## config.mk

```make
export PLATFORM = sky130hd
export DESIGN_NAME = entropy_pool_sha256_extractor_unit
export DESIGN_NICKNAME = d
export VERILOG_FILES = /design/src/hdl/epse_pkg.sv /design/src/hdl/epse_datapath.sv /design/src/hdl/epse_ctrl.sv /design/src/hdl/entropy_pool_sha256_extractor_unit.sv
export SDC_FILE = /design/constraint.sdc
export NUM_CORES = 2
export LEC_CHECK = 0
export ABC_AREA = 0
export BUFFER_PORTS_ARGS = -buffer_cell sky130_fd_sc_hd__buf_4
export CAP_MARGIN = 10
export CORE_MARGIN = 2
export CORE_UTILIZATION = 59
export CTS_CLUSTER_DIAMETER = 80
export DETAILED_ROUTE_END_ITERATION = 10
export HOLD_SLACK_MARGIN = 0.12
export PLACE_DENSITY = 0.88
export RECOVER_POWER = 50
export SLEW_MARGIN = 20
export SYNTH_ARGS = -nofsm -noshare
export SYNTH_HDL_FRONTEND = slang
export SYNTH_SLANG_ARGS = --single-unit
```

## constraint.sdc

```tcl
create_clock -name clk -period 10.7 [get_ports clk]
set_clock_uncertainty 0.15 [all_clocks]
set_input_delay 1.605 -clock clk [delete_from_list [all_inputs] [get_ports clk]]
set_output_delay 1.605 -clock clk [all_outputs]
set_load 0.01 [all_outputs]
```

## src/hdl/epse_pkg.sv

```systemverilog
// Package for the entropy pool SHA-256 extractor: beat types, constants
// and SHA-256 helper functions. No dependencies.
`timescale 1ns / 1ps
package epse_pkg;

  localparam logic [31:0] MIX_MULT = 32'd1234567891;
  localparam logic [5:0]  DIGEST_BYTES = 6'd32;

  localparam logic OP_FEED    = 1'b0;
  localparam logic OP_EXTRACT = 1'b1;

  typedef struct packed {
    logic        operation;
    logic [31:0] entropy_word;
    logic [31:0] frame_word;
    logic [31:0] tick_word;
    logic [5:0]  byte_count;
  } epse_in_t;

  typedef struct packed {
    logic [7:0] random_byte;
    logic       last_byte;
  } epse_out_t;

  // Commands from the controller to the datapath.
  typedef struct packed {
    logic feed;       // apply the captured feed word to the pool
    logic load;       // load message schedule and working variables
    logic round;      // run one compression round
    logic finish;     // add the initial hash into the state
    logic shift_out;  // advance to the next digest byte
  } epse_cmd_t;

  typedef logic [7:0][31:0] word8_t;

  localparam word8_t INIT_H = {
    32'h5be0cd19, 32'h1f83d9ab, 32'h9b05688c, 32'h510e527f,
    32'ha54ff53a, 32'h3c6ef372, 32'hbb67ae85, 32'h6a09e667
  };

  localparam logic [63:0][31:0] ROUND_K = {
    32'hc67178f2, 32'hbef9a3f7, 32'ha4506ceb, 32'h90befffa,
    32'h8cc70208, 32'h84c87814, 32'h78a5636f, 32'h748f82ee,
    32'h682e6ff3, 32'h5b9cca4f, 32'h4ed8aa4a, 32'h391c0cb3,
    32'h34b0bcb5, 32'h2748774c, 32'h1e376c08, 32'h19a4c116,
    32'h106aa070, 32'hf40e3585, 32'hd6990624, 32'hd192e819,
    32'hc76c51a3, 32'hc24b8b70, 32'ha81a664b, 32'ha2bfe8a1,
    32'h92722c85, 32'h81c2c92e, 32'h766a0abb, 32'h650a7354,
    32'h53380d13, 32'h4d2c6dfc, 32'h2e1b2138, 32'h27b70a85,
    32'h14292967, 32'h06ca6351, 32'hd5a79147, 32'hc6e00bf3,
    32'hbf597fc7, 32'hb00327c8, 32'ha831c66d, 32'h983e5152,
    32'h76f988da, 32'h5cb0a9dc, 32'h4a7484aa, 32'h2de92c6f,
    32'h240ca1cc, 32'h0fc19dc6, 32'hefbe4786, 32'he49b69c1,
    32'hc19bf174, 32'h9bdc06a7, 32'h80deb1fe, 32'h72be5d74,
    32'h550c7dc3, 32'h243185be, 32'h12835b01, 32'hd807aa98,
    32'hab1c5ed5, 32'h923f82a4, 32'h59f111f1, 32'h3956c25b,
    32'he9b5dba5, 32'hb5c0fbcf, 32'h71374491, 32'h428a2f98
  };

  function automatic logic [31:0] rotr(input logic [31:0] x, input int n);
    rotr = (x >> n) | (x << (32 - n));
  endfunction

  function automatic logic [31:0] bswap(input logic [31:0] x);
    bswap = {x[7:0], x[15:8], x[23:16], x[31:24]};
  endfunction

endpackage

```

## src/hdl/epse_datapath.sv

```systemverilog
// Datapath: pool registers, counters, SHA-256 round unit and digest shifter.
// Depends on epse_pkg.
`timescale 1ns / 1ps
module epse_datapath import epse_pkg::*; (
  input  logic        clk,
  input  logic        rst_n,
  input  epse_in_t    item,
  input  logic        capture,
  input  epse_cmd_t   cmd,
  input  logic [5:0]  round_idx,
  output logic [7:0]  digest_byte
);

  epse_in_t    item_r;
  word8_t      pool_r, pool_nxt;
  logic [31:0] feed_cnt_r, feed_cnt_nxt;
  logic [31:0] req_cnt_r, req_cnt_nxt;
  logic [15:0][31:0] w_r, w_nxt;
  word8_t      v_r, v_nxt;
  logic [31:0] mix_mul_r;
  logic        mix_ph_r;

  logic [31:0] mix, s0, s1, t1, t2, wnew, req_next;
  logic [31:0] a, b, c, d, e, f, g, h;

  assign req_next = req_cnt_r + 32'd1;
  assign mix = mix_mul_r ^ (mix_mul_r >> 16);
  assign {h, g, f, e, d, c, b, a} = v_r;
  assign s0 = rotr(w_r[1], 7) ^ rotr(w_r[1], 18) ^ (w_r[1] >> 3);
  assign s1 = rotr(w_r[14], 17) ^ rotr(w_r[14], 19) ^ (w_r[14] >> 10);
  assign wnew = w_r[0] + s0 + w_r[9] + s1;
  assign t1 = h + (rotr(e, 6) ^ rotr(e, 11) ^ rotr(e, 25)) + ((e & f) ^ (~e & g))
              + ROUND_K[round_idx] + w_r[0];
  assign t2 = (rotr(a, 2) ^ rotr(a, 13) ^ rotr(a, 22)) + ((a & b) ^ (a & c) ^ (b & c));
  assign digest_byte = v_r[0][31:24];

  always_comb begin
    pool_nxt = pool_r;
    feed_cnt_nxt = feed_cnt_r;
    req_cnt_nxt = req_cnt_r;
    w_nxt = w_r;
    v_nxt = v_r;
    if (cmd.feed) begin
      pool_nxt[feed_cnt_r[2:0] + 3'd1] = pool_r[feed_cnt_r[2:0] + 3'd1] + mix;
      feed_cnt_nxt = feed_cnt_r + 32'd1;
    end
    if (cmd.load) begin
      // The load happens in the accepting cycle, so the header comes from the beat itself.
      req_cnt_nxt = req_next;
      w_nxt[0] = bswap(feed_cnt_r);
      w_nxt[1] = bswap(item.frame_word);
      w_nxt[2] = bswap(item.tick_word);
      w_nxt[3] = bswap(req_next);
      for (int i = 0; i < 8; i++) w_nxt[4 + i] = bswap(pool_r[i]);
      w_nxt[12] = 32'h80000000;
      w_nxt[13] = 32'h0;
      w_nxt[14] = 32'h0;
      w_nxt[15] = 32'h00000180;
      v_nxt = INIT_H;
    end
    if (cmd.round) begin
      for (int i = 0; i < 15; i++) w_nxt[i] = w_r[i + 1];
      w_nxt[15] = wnew;
      v_nxt = {g, f, e, d + t1, c, b, a, t1 + t2};
    end
    if (cmd.finish) begin
      for (int i = 0; i < 8; i++) v_nxt[i] = v_r[i] + INIT_H[i];
    end
    if (cmd.shift_out) begin
      v_nxt[0] = {v_r[0][23:0], v_r[1][31:24]};
      for (int i = 1; i < 7; i++) v_nxt[i] = {v_r[i][23:0], v_r[i + 1][31:24]};
      v_nxt[7] = {v_r[7][23:0], 8'h00};
    end
  end

  always_ff @(posedge clk) begin
    if (!rst_n) begin
      pool_r <= '0;
      feed_cnt_r <= '0;
      req_cnt_r <= '0;
      mix_ph_r <= 1'b0;
    end else begin
      pool_r <= pool_nxt;
      feed_cnt_r <= feed_cnt_nxt;
      req_cnt_r <= req_cnt_nxt;
      mix_ph_r <= capture;
    end
    if (capture) item_r <= item;
    // The product is registered in the cycle after capture, before the feed step.
    if (mix_ph_r) mix_mul_r <= (item_r.entropy_word ^ pool_r[feed_cnt_r[2:0]]) * MIX_MULT;
    w_r <= w_nxt;
    v_r <= v_nxt;
  end

endmodule

```

## src/hdl/epse_ctrl.sv

```systemverilog
// Controller state machine: sequences feed, hash rounds and byte output.
// Depends on epse_pkg.
`timescale 1ns / 1ps
module epse_ctrl import epse_pkg::*; (
  input  logic       clk,
  input  logic       rst_n,
  input  logic       in_fire,
  input  epse_in_t   item,
  input  logic       out_stall,
  output logic       in_ready,
  output logic       capture,
  output epse_cmd_t  cmd,
  output logic [5:0] round_idx,
  output logic       out_valid,
  output logic       out_last
);

  typedef enum logic [5:0] {
    S_IDLE   = 6'b000001,
    S_MUL    = 6'b000010,
    S_FEED   = 6'b000100,
    S_ROUND  = 6'b001000,
    S_FINISH = 6'b010000,
    S_OUT    = 6'b100000
  } state_t;

  state_t     state_r, state_nxt;
  logic [5:0] cnt_r, cnt_nxt;
  logic [5:0] left_r, left_nxt;
  logic       fire_out;

  assign in_ready = (state_r == S_IDLE);
  assign capture = in_fire;
  assign round_idx = cnt_r;
  assign out_valid = (state_r == S_OUT);
  assign out_last = (left_r == 6'd1);
  assign fire_out = out_valid && !out_stall;

  always_comb begin
    state_nxt = state_r;
    cnt_nxt = cnt_r;
    left_nxt = left_r;
    cmd = '0;
    case (state_r)
      S_IDLE: begin
        if (in_fire) begin
          if (item.operation == OP_FEED) begin
            state_nxt = S_MUL;
          end else if (item.byte_count != 6'd0) begin
            cmd.load = 1'b1;
            cnt_nxt = 6'd0;
            left_nxt = (item.byte_count > DIGEST_BYTES) ? DIGEST_BYTES : item.byte_count;
            state_nxt = S_ROUND;
          end
        end
      end
      S_MUL: state_nxt = S_FEED;
      S_FEED: begin
        cmd.feed = 1'b1;
        state_nxt = S_IDLE;
      end
      S_ROUND: begin
        cmd.round = 1'b1;
        cnt_nxt = cnt_r + 6'd1;
        if (cnt_r == 6'd63) state_nxt = S_FINISH;
      end
      S_FINISH: begin
        cmd.finish = 1'b1;
        state_nxt = S_OUT;
      end
      S_OUT: begin
        if (fire_out) begin
          cmd.shift_out = 1'b1;
          left_nxt = left_r - 6'd1;
          if (out_last) state_nxt = S_IDLE;
        end
      end
      default: state_nxt = S_IDLE;
    endcase
  end

  always_ff @(posedge clk) begin
    if (!rst_n) begin
      state_r <= S_IDLE;
      cnt_r <= '0;
      left_r <= '0;
    end else begin
      state_r <= state_nxt;
      cnt_r <= cnt_nxt;
      left_r <= left_nxt;
    end
  end

endmodule

```

## src/hdl/entropy_pool_sha256_extractor_unit.sv

```systemverilog
// Top level of the entropy pool SHA-256 extractor.
// Depends on epse_pkg, epse_ctrl and epse_datapath.
//
// Usage:
//   The input channel (in_valid, in_stall, in_data) takes one beat per item.
//   A feed beat mixes entropy_word into the eight-word pool and gives no
//   output; it passes through capture, registered multiply and pool update.
//   An extract beat with a nonzero byte_count (saturated to 32) hashes the
//   counters, frame and tick words and the pool with one SHA-256 block, one
//   round per cycle on a single round unit: 64 rounds, then the final
//   addition, then byte_count output beats, first digest byte first,
//   last_byte set on the final one. An extract with byte_count 0 gives no
//   output. The block holds one item at a time: in_stall is high while busy.
//   out_stall holds the current byte in place until it is taken.
//   Reset (rst_n low, synchronous) clears the pool and both counters.
`timescale 1ns / 1ps
module entropy_pool_sha256_extractor_unit import epse_pkg::*; (
  input  logic      clk,
  input  logic      rst_n,
  input  logic      in_valid,
  output logic      in_stall,
  input  epse_in_t  in_data,
  output logic      out_valid,
  input  logic      out_stall,
  output epse_out_t out_data
);

  logic       in_ready, in_fire, capture, last;
  epse_cmd_t  cmd;
  logic [5:0] round_idx;
  logic [7:0] digest_byte;

  assign in_stall = !in_ready;
  assign in_fire = in_valid && in_ready;
  assign out_data.random_byte = digest_byte;
  assign out_data.last_byte = last;

  epse_ctrl u_ctrl (
    .clk(clk), .rst_n(rst_n), .in_fire(in_fire), .item(in_data),
    .out_stall(out_stall), .in_ready(in_ready), .capture(capture), .cmd(cmd),
    .round_idx(round_idx), .out_valid(out_valid), .out_last(last)
  );

  epse_datapath u_dp (
    .clk(clk), .rst_n(rst_n), .item(in_data), .capture(capture), .cmd(cmd),
    .round_idx(round_idx), .digest_byte(digest_byte)
  );

endmodule

```

# ---- Yosys cells after proc, flatten, opt, wreduce, memory -nomap -nowiden
# Memory sizes are Yosys's and may differ from the RTL's. A register that Yosys moved wholly into a read port is not among the register bits.
# Cells that the tools add are included.
dict set report totals {
  n_memories 1
  word_cells 172
  out_inout_bits 11
  regBits 1171
  inputBits 107
  rom_bits 2048
}
dict set report op_classes {
  multipliers 1
  n_addsub 24
  bitwise_logic 29
  n_mux 42
  magnitude_cmp 5
  n_eq_ne 15
  n_reduce_logical 14
}
# memory words width read_ports rd_clocked_by_memory_dff write_ports line_no
set mem_list {}
lappend mem_list {{(no name shown)} 64 32 1 1 0 epse_datapath.sv:33} ;# + ROUND_K[round_idx] + w_r[0];
# op n
set ops {}
lappend ops {{256-bit 2-to-1 mux} 4}
lappend ops {{512-bit 2-to-1 mux} 2}
lappend ops {{32-bit adder} 11}
lappend ops {{32-bit bitwise XOR} 10}
lappend ops {{256-bit bitwise mux} 1}
lappend ops {{32-bit binary-select mux with 3-bit select} 2}
lappend ops {{32-bit bitwise AND} 5}
lappend ops {{32-bit 2-to-1 mux} 4}
lappend ops {{32-bit by 31-bit adder with 32-bit output, second input constant} 3}
lappend ops {{32-bit adder, second input constant} 3}
lappend ops {{32-bit demux with 3-bit select} 1}
lappend ops {{6-bit 2-to-1 mux} 16}
lappend ops {{32-bit by 1-bit adder with 32-bit output, second input constant} 2}
lappend ops {{32-bit by 29-bit adder with 32-bit output, second input constant} 1}
lappend ops {{32-bit by 30-bit adder with 32-bit output, second input constant} 1}
lappend ops {{32-bit by 31-bit multiplier with 32-bit output, second input constant} 1}
lappend ops {{32-bit inverter} 1}
lappend ops {{10-bit by 32-bit OR with 32-bit output} 1}
lappend ops {{13-bit by 32-bit OR with 32-bit output} 1}
lappend ops {{14-bit by 32-bit OR with 32-bit output} 1}
lappend ops {{15-bit by 32-bit OR with 32-bit output} 1}
lappend ops {{19-bit by 32-bit OR with 32-bit output} 1}
lappend ops {{21-bit by 32-bit OR with 32-bit output} 1}
lappend ops {{25-bit by 32-bit OR with 32-bit output} 1}
lappend ops {{other kinds (33)} 55}

# ---- Depth between registers and ports, before layout
dict set report logic_depth {
  ltp_word 11
  depth_mapped 32
  mapped_depth_nobuf 31
}

# ---- Cells and area by module
# Synthesis repeated with hierarchy kept, for this count alone.
dict set report unflattened {
  cells_unflattened 8103
  area_unflattened_um2 82115.0
}
# mod n_inst seq_area_each_um2 cells_per_inst area_per_inst_um2
set by_module_without_submodules {}
lappend by_module_without_submodules {epse_datapath 1 31330.0 7957 81000.2}
lappend by_module_without_submodules {epse_ctrl 1 360.3 143 1097.3}
lappend by_module_without_submodules {entropy_pool_sha256_extractor_unit 1 0.0 3 17.5}

# ---- Least setup slack after synthesis
# OpenSTA, ideal clock, no wires.
dict set report synth_timing {
  path_kind {input to register}
  startpoint {input port in_data[3] in the netlist's numbering}
  endpoint {register (tool-made name)}
  path_slack_ns 0.111
  t_arrival_ns 10.313
  setup_ns 0.126
  path_buffers 3
  cell_stages 16
  required_time_ns 10.424
  cell_sequence {nor2_1 > a31o_2 > o21a_4 > inv_2 > a21oi_1 > o21ai_1 > inv_2 > buf_2 > buf_2 > buf_2 > ha_1 > nor2_1 > nor2_1 > a31o_2 > a222oi_1 > a21oi_1}
}
# item line_no
set synth_lines {}
lappend synth_lines {{from (decl)} entropy_pool_sha256_extractor_unit.sv:22} ;# input epse_in_t in_data,

==> run summary <==
DR DRC count = 0
Share of layout cells above drive strength 1 = 6.85%
First-pass GRT wire length = 418,000 um
DR pass1 iterations = 10
Initial DRC Count = 10,100
Post-DP HPWL = 200,000 um
Post-synthesis cell area = 81,400 um^2
Area of the die = 141,000 um^2
Netlist cell types = 102
CTS sink count = 1,203
Pre-CTS setup slack = 1.84 ns
DRT Wirelength = 285,000 um
Gate Count Post-Synth = 8,635
Number of setup buffers added after CTS = 0
Syn Nets = 9,454
Static leakage = 33.9 nW
Top-area cell type share of the netlist area = 30.4%
Top Layer Used = met5
CTS tree = done
Clk buf depth = 3
Vias in the first global route = 66,000
Fin worst setup slack = 0.898 ns
Utilization after layout = 64.1%
Reg-to-reg setup timing slack = 1.03 ns
Slew Viols, Final = 1,592
Routed length on met3 = 32,700 um
Async S/R FF share, synth = 0%
Hold WC Path Type = reg2reg
# rows = 136
Antenna viol nets, final = 0
Starting Density = 59.4%
Register area share after synthesis = 39.7%
Tot Pwr = 33.0 mW
Gpl congestion = 1.01
Nets = 9,258
Power per cell area = 375 nW/um^2
Worst-Skew Late Latency = 0.83 ns
Final period utilization = 91.6%
P&R area growth vs syn = 7.96%
DIE HEIGHT = 375 um
Area contributors post-synth = edfxtp_1 30%, dfxtp_1 9.3%, fa_1 8.0%
Post-synth EDFFs = 824
CTS root buffer = clkbuf_16
H-tree lvl count = 4
Status = finished, violations left
Largest net degree at the start of global routing = 188
GRT Total Usage = 39.7%
Max-cap violations = 19
Final std cells w/o fill = 10,300
Worst Path Required = 11.20 ns
Final instance area = 87,900 um^2
Mean post-synth cell area = 9.43 um^2
Area post-placement = 83,400 um^2
Leading area contributor after synthesis = edfxtp_1
I/O Pins = 118
WS Path Type = in2reg
Min Hold Slack = 0.337 ns
Hold buffer count at cts = 0
Max Clk Rate = 102 MHz
Core Box Area = 137,000 um^2
# port buffers = 117
Crit path DAT = 10.30 ns
Unrepaired setup endpoints after global routing = false
Worst setup EP type = register
Grt total ovfl = 0
Slew margin rel. = -248%
Setup crit start kind = input port
VDD IR-drop max = 0.000888 V
Initial antenna violation count = 15
Via count = 68,900
Post-cts resize count = 0
Final setup violating endpoints = 0
Failing checks = max-capacitance violations, max-slew violations
CTS clk-pin slew, worst paths = 0.06 ns
Synth warn = 0
Seq cells post-synth = 1,203
TNS Setup = 0 ns
Final number of hold-violating endpoints = 0
Drt wl/cell = 27.5 um
Met2 WL post-DR = 125,000 um
M1 WL = 98,700 um
Max FO, Critical Path = 121
Via density = 6.65
Slew @ Worst Pin = 5.20 ns
TritonCTS buffer count = 136
Post-synth top flop = edfxtp_1
Min Clock Period, post-route = 9.80 ns
Placed Cells = 10,100
Die width = 375 um
==> metal layers <==
| metal | track usage, % | up-vias |
|---|---|---|
| li1 | - | 29600 |
| met2 | 60.6 | 5036 |
| met4 | 31.5 | 22 |
| met5 | 0 | - |
| met1 | 48.7 | 32800 |
| met3 | 8.93 | 1366 |
==> cells by family (layout without fill, tap and decap cells) <==
family,Yosys count,after routing,share of synthesized area [%]
compound gates,1756,1756,13.7
xor+xnor,772,772,8.31
fa+ha+maj,733,733,14.2
buf+inv,1060,977,5.02
flops,1203,1203,39.7
mux,263,263,4.22
other cells,0,2,0
simple gates,2848,2848,14.9
==> cell type report <==
class	instances	area (um^2)
timing repair buffer	217	1590
tap	1794	2240
clock buffer	189	3870
antenna	2	5.00
inverter	509	1930
multi-input combinational	6372	45100
fill	10700	49300
sequential	1203	32300
clock inverter	62	853
==> worst paths after layout <==
check | from | endpoint | cells after the start
worst min-delay path | u_dp.w_r[336] | u_dp.w_r[304] | 2
worst max register to register | u_ctrl.state_r[2] | register | 11
worst max-delay path | rst_n | register | 11
worst min register to register | u_dp.w_r[336] | u_dp.w_r[304] | 2
==> flip-flops by register name, summed over array words and instances, names as in the netlist, named ones only <==
signal	cells
u_dp.pool_r	256
u_dp.feed_cnt_r	32
u_dp.mix_ph_r	1
u_dp.req_cnt_r	32
u_dp.c	32
u_dp.a	32
u_ctrl.round_idx	6
u_dp.w_r	512
u_dp.b	32
u_ctrl.left_r	6
u_ctrl.state_r	6
u_dp.f	32
u_dp.g	32
u_dp.h	32
u_dp.d	32
u_dp.e	32
u_dp.item_r	32
u_dp.mix_mul_r	32
==> power breakdown <==
part	total [mW]	leakage [nW]	internal, mW	switching (mW)
clock	4.95	2.30	2.84	2.11
sequential	6.28	10.5	5.85	0.425
combinational	21.8	21.2	8.78	13.0
==> cell usage after synthesis, types with 15 or more instances <==
| master | number |
|---|---|
| a211o_1 | 15 |
| a211oi_1 | 64 |
| a21o_1 | 100 |
| a21oi_1 | 521 |
| a221oi_1 | 26 |
| a22oi_1 | 77 |
| a31o_2 | 18 |
| a31oi_1 | 62 |
| and2_1 | 19 |
| and3_1 | 151 |
| buf_1 | 44 |
| buf_2 | 42 |
| clkbuf_1 | 450 |
| dfxtp_1 | 379 |
| edfxtp_1 | 824 |
| fa_1 | 326 |
| ha_1 | 386 |
| inv_1 | 502 |
| maj3_1 | 21 |
| mux2i_1 | 196 |
| mux4_2 | 64 |
| nand2_1 | 1680 |
| nand2b_1 | 45 |
| nand3_1 | 130 |
| nand4_1 | 32 |
| nor2_1 | 535 |
| nor2b_1 | 31 |
| nor3_1 | 93 |
| o211ai_1 | 54 |
| o21a_1 | 51 |
| o21ai_0 | 318 |
| o21ai_1 | 25 |
| o21bai_1 | 27 |
| o221ai_1 | 20 |
| o22ai_1 | 196 |
| o311ai_0 | 15 |
| o31ai_1 | 26 |
| or2_2 | 43 |
| or3_1 | 31 |
| xnor2_1 | 518 |
| xor2_1 | 254 |
==> critical path: stages <==
cell and delay [ns]:
buf_4 0.24, clkinvlp_2 3.87, nor2_1 1.00, clkbuf_1 1.02
o21ai_4 0.23, inv_2 0.39, buf_4 0.48, nand2_1 0.35
a31oi_1 0.28, nor3_1 0.09, o31ai_1 0.64
==> layout by cell type (no fill, tap or decap), types with 93 or more instances in the layout <==
cell	Yosys	layout
a21o_1	100	100
a21oi_1	521	521
and3_1	151	151
buf_4	12	150
clkbuf_16	0	139
dfxtp_1	379	376
edfxtp_1	824	824
fa_1	326	326
ha_1	386	386
inv_1	502	501
mux2i_1	196	196
nand2_1	1680	1680
nand3_1	130	128
nor2_1	535	524
nor3_1	93	93
o21ai_0	318	319
o22ai_1	196	196
xnor2_1	518	518
xor2_1	254	254
(Power assumes the default switching activity.)
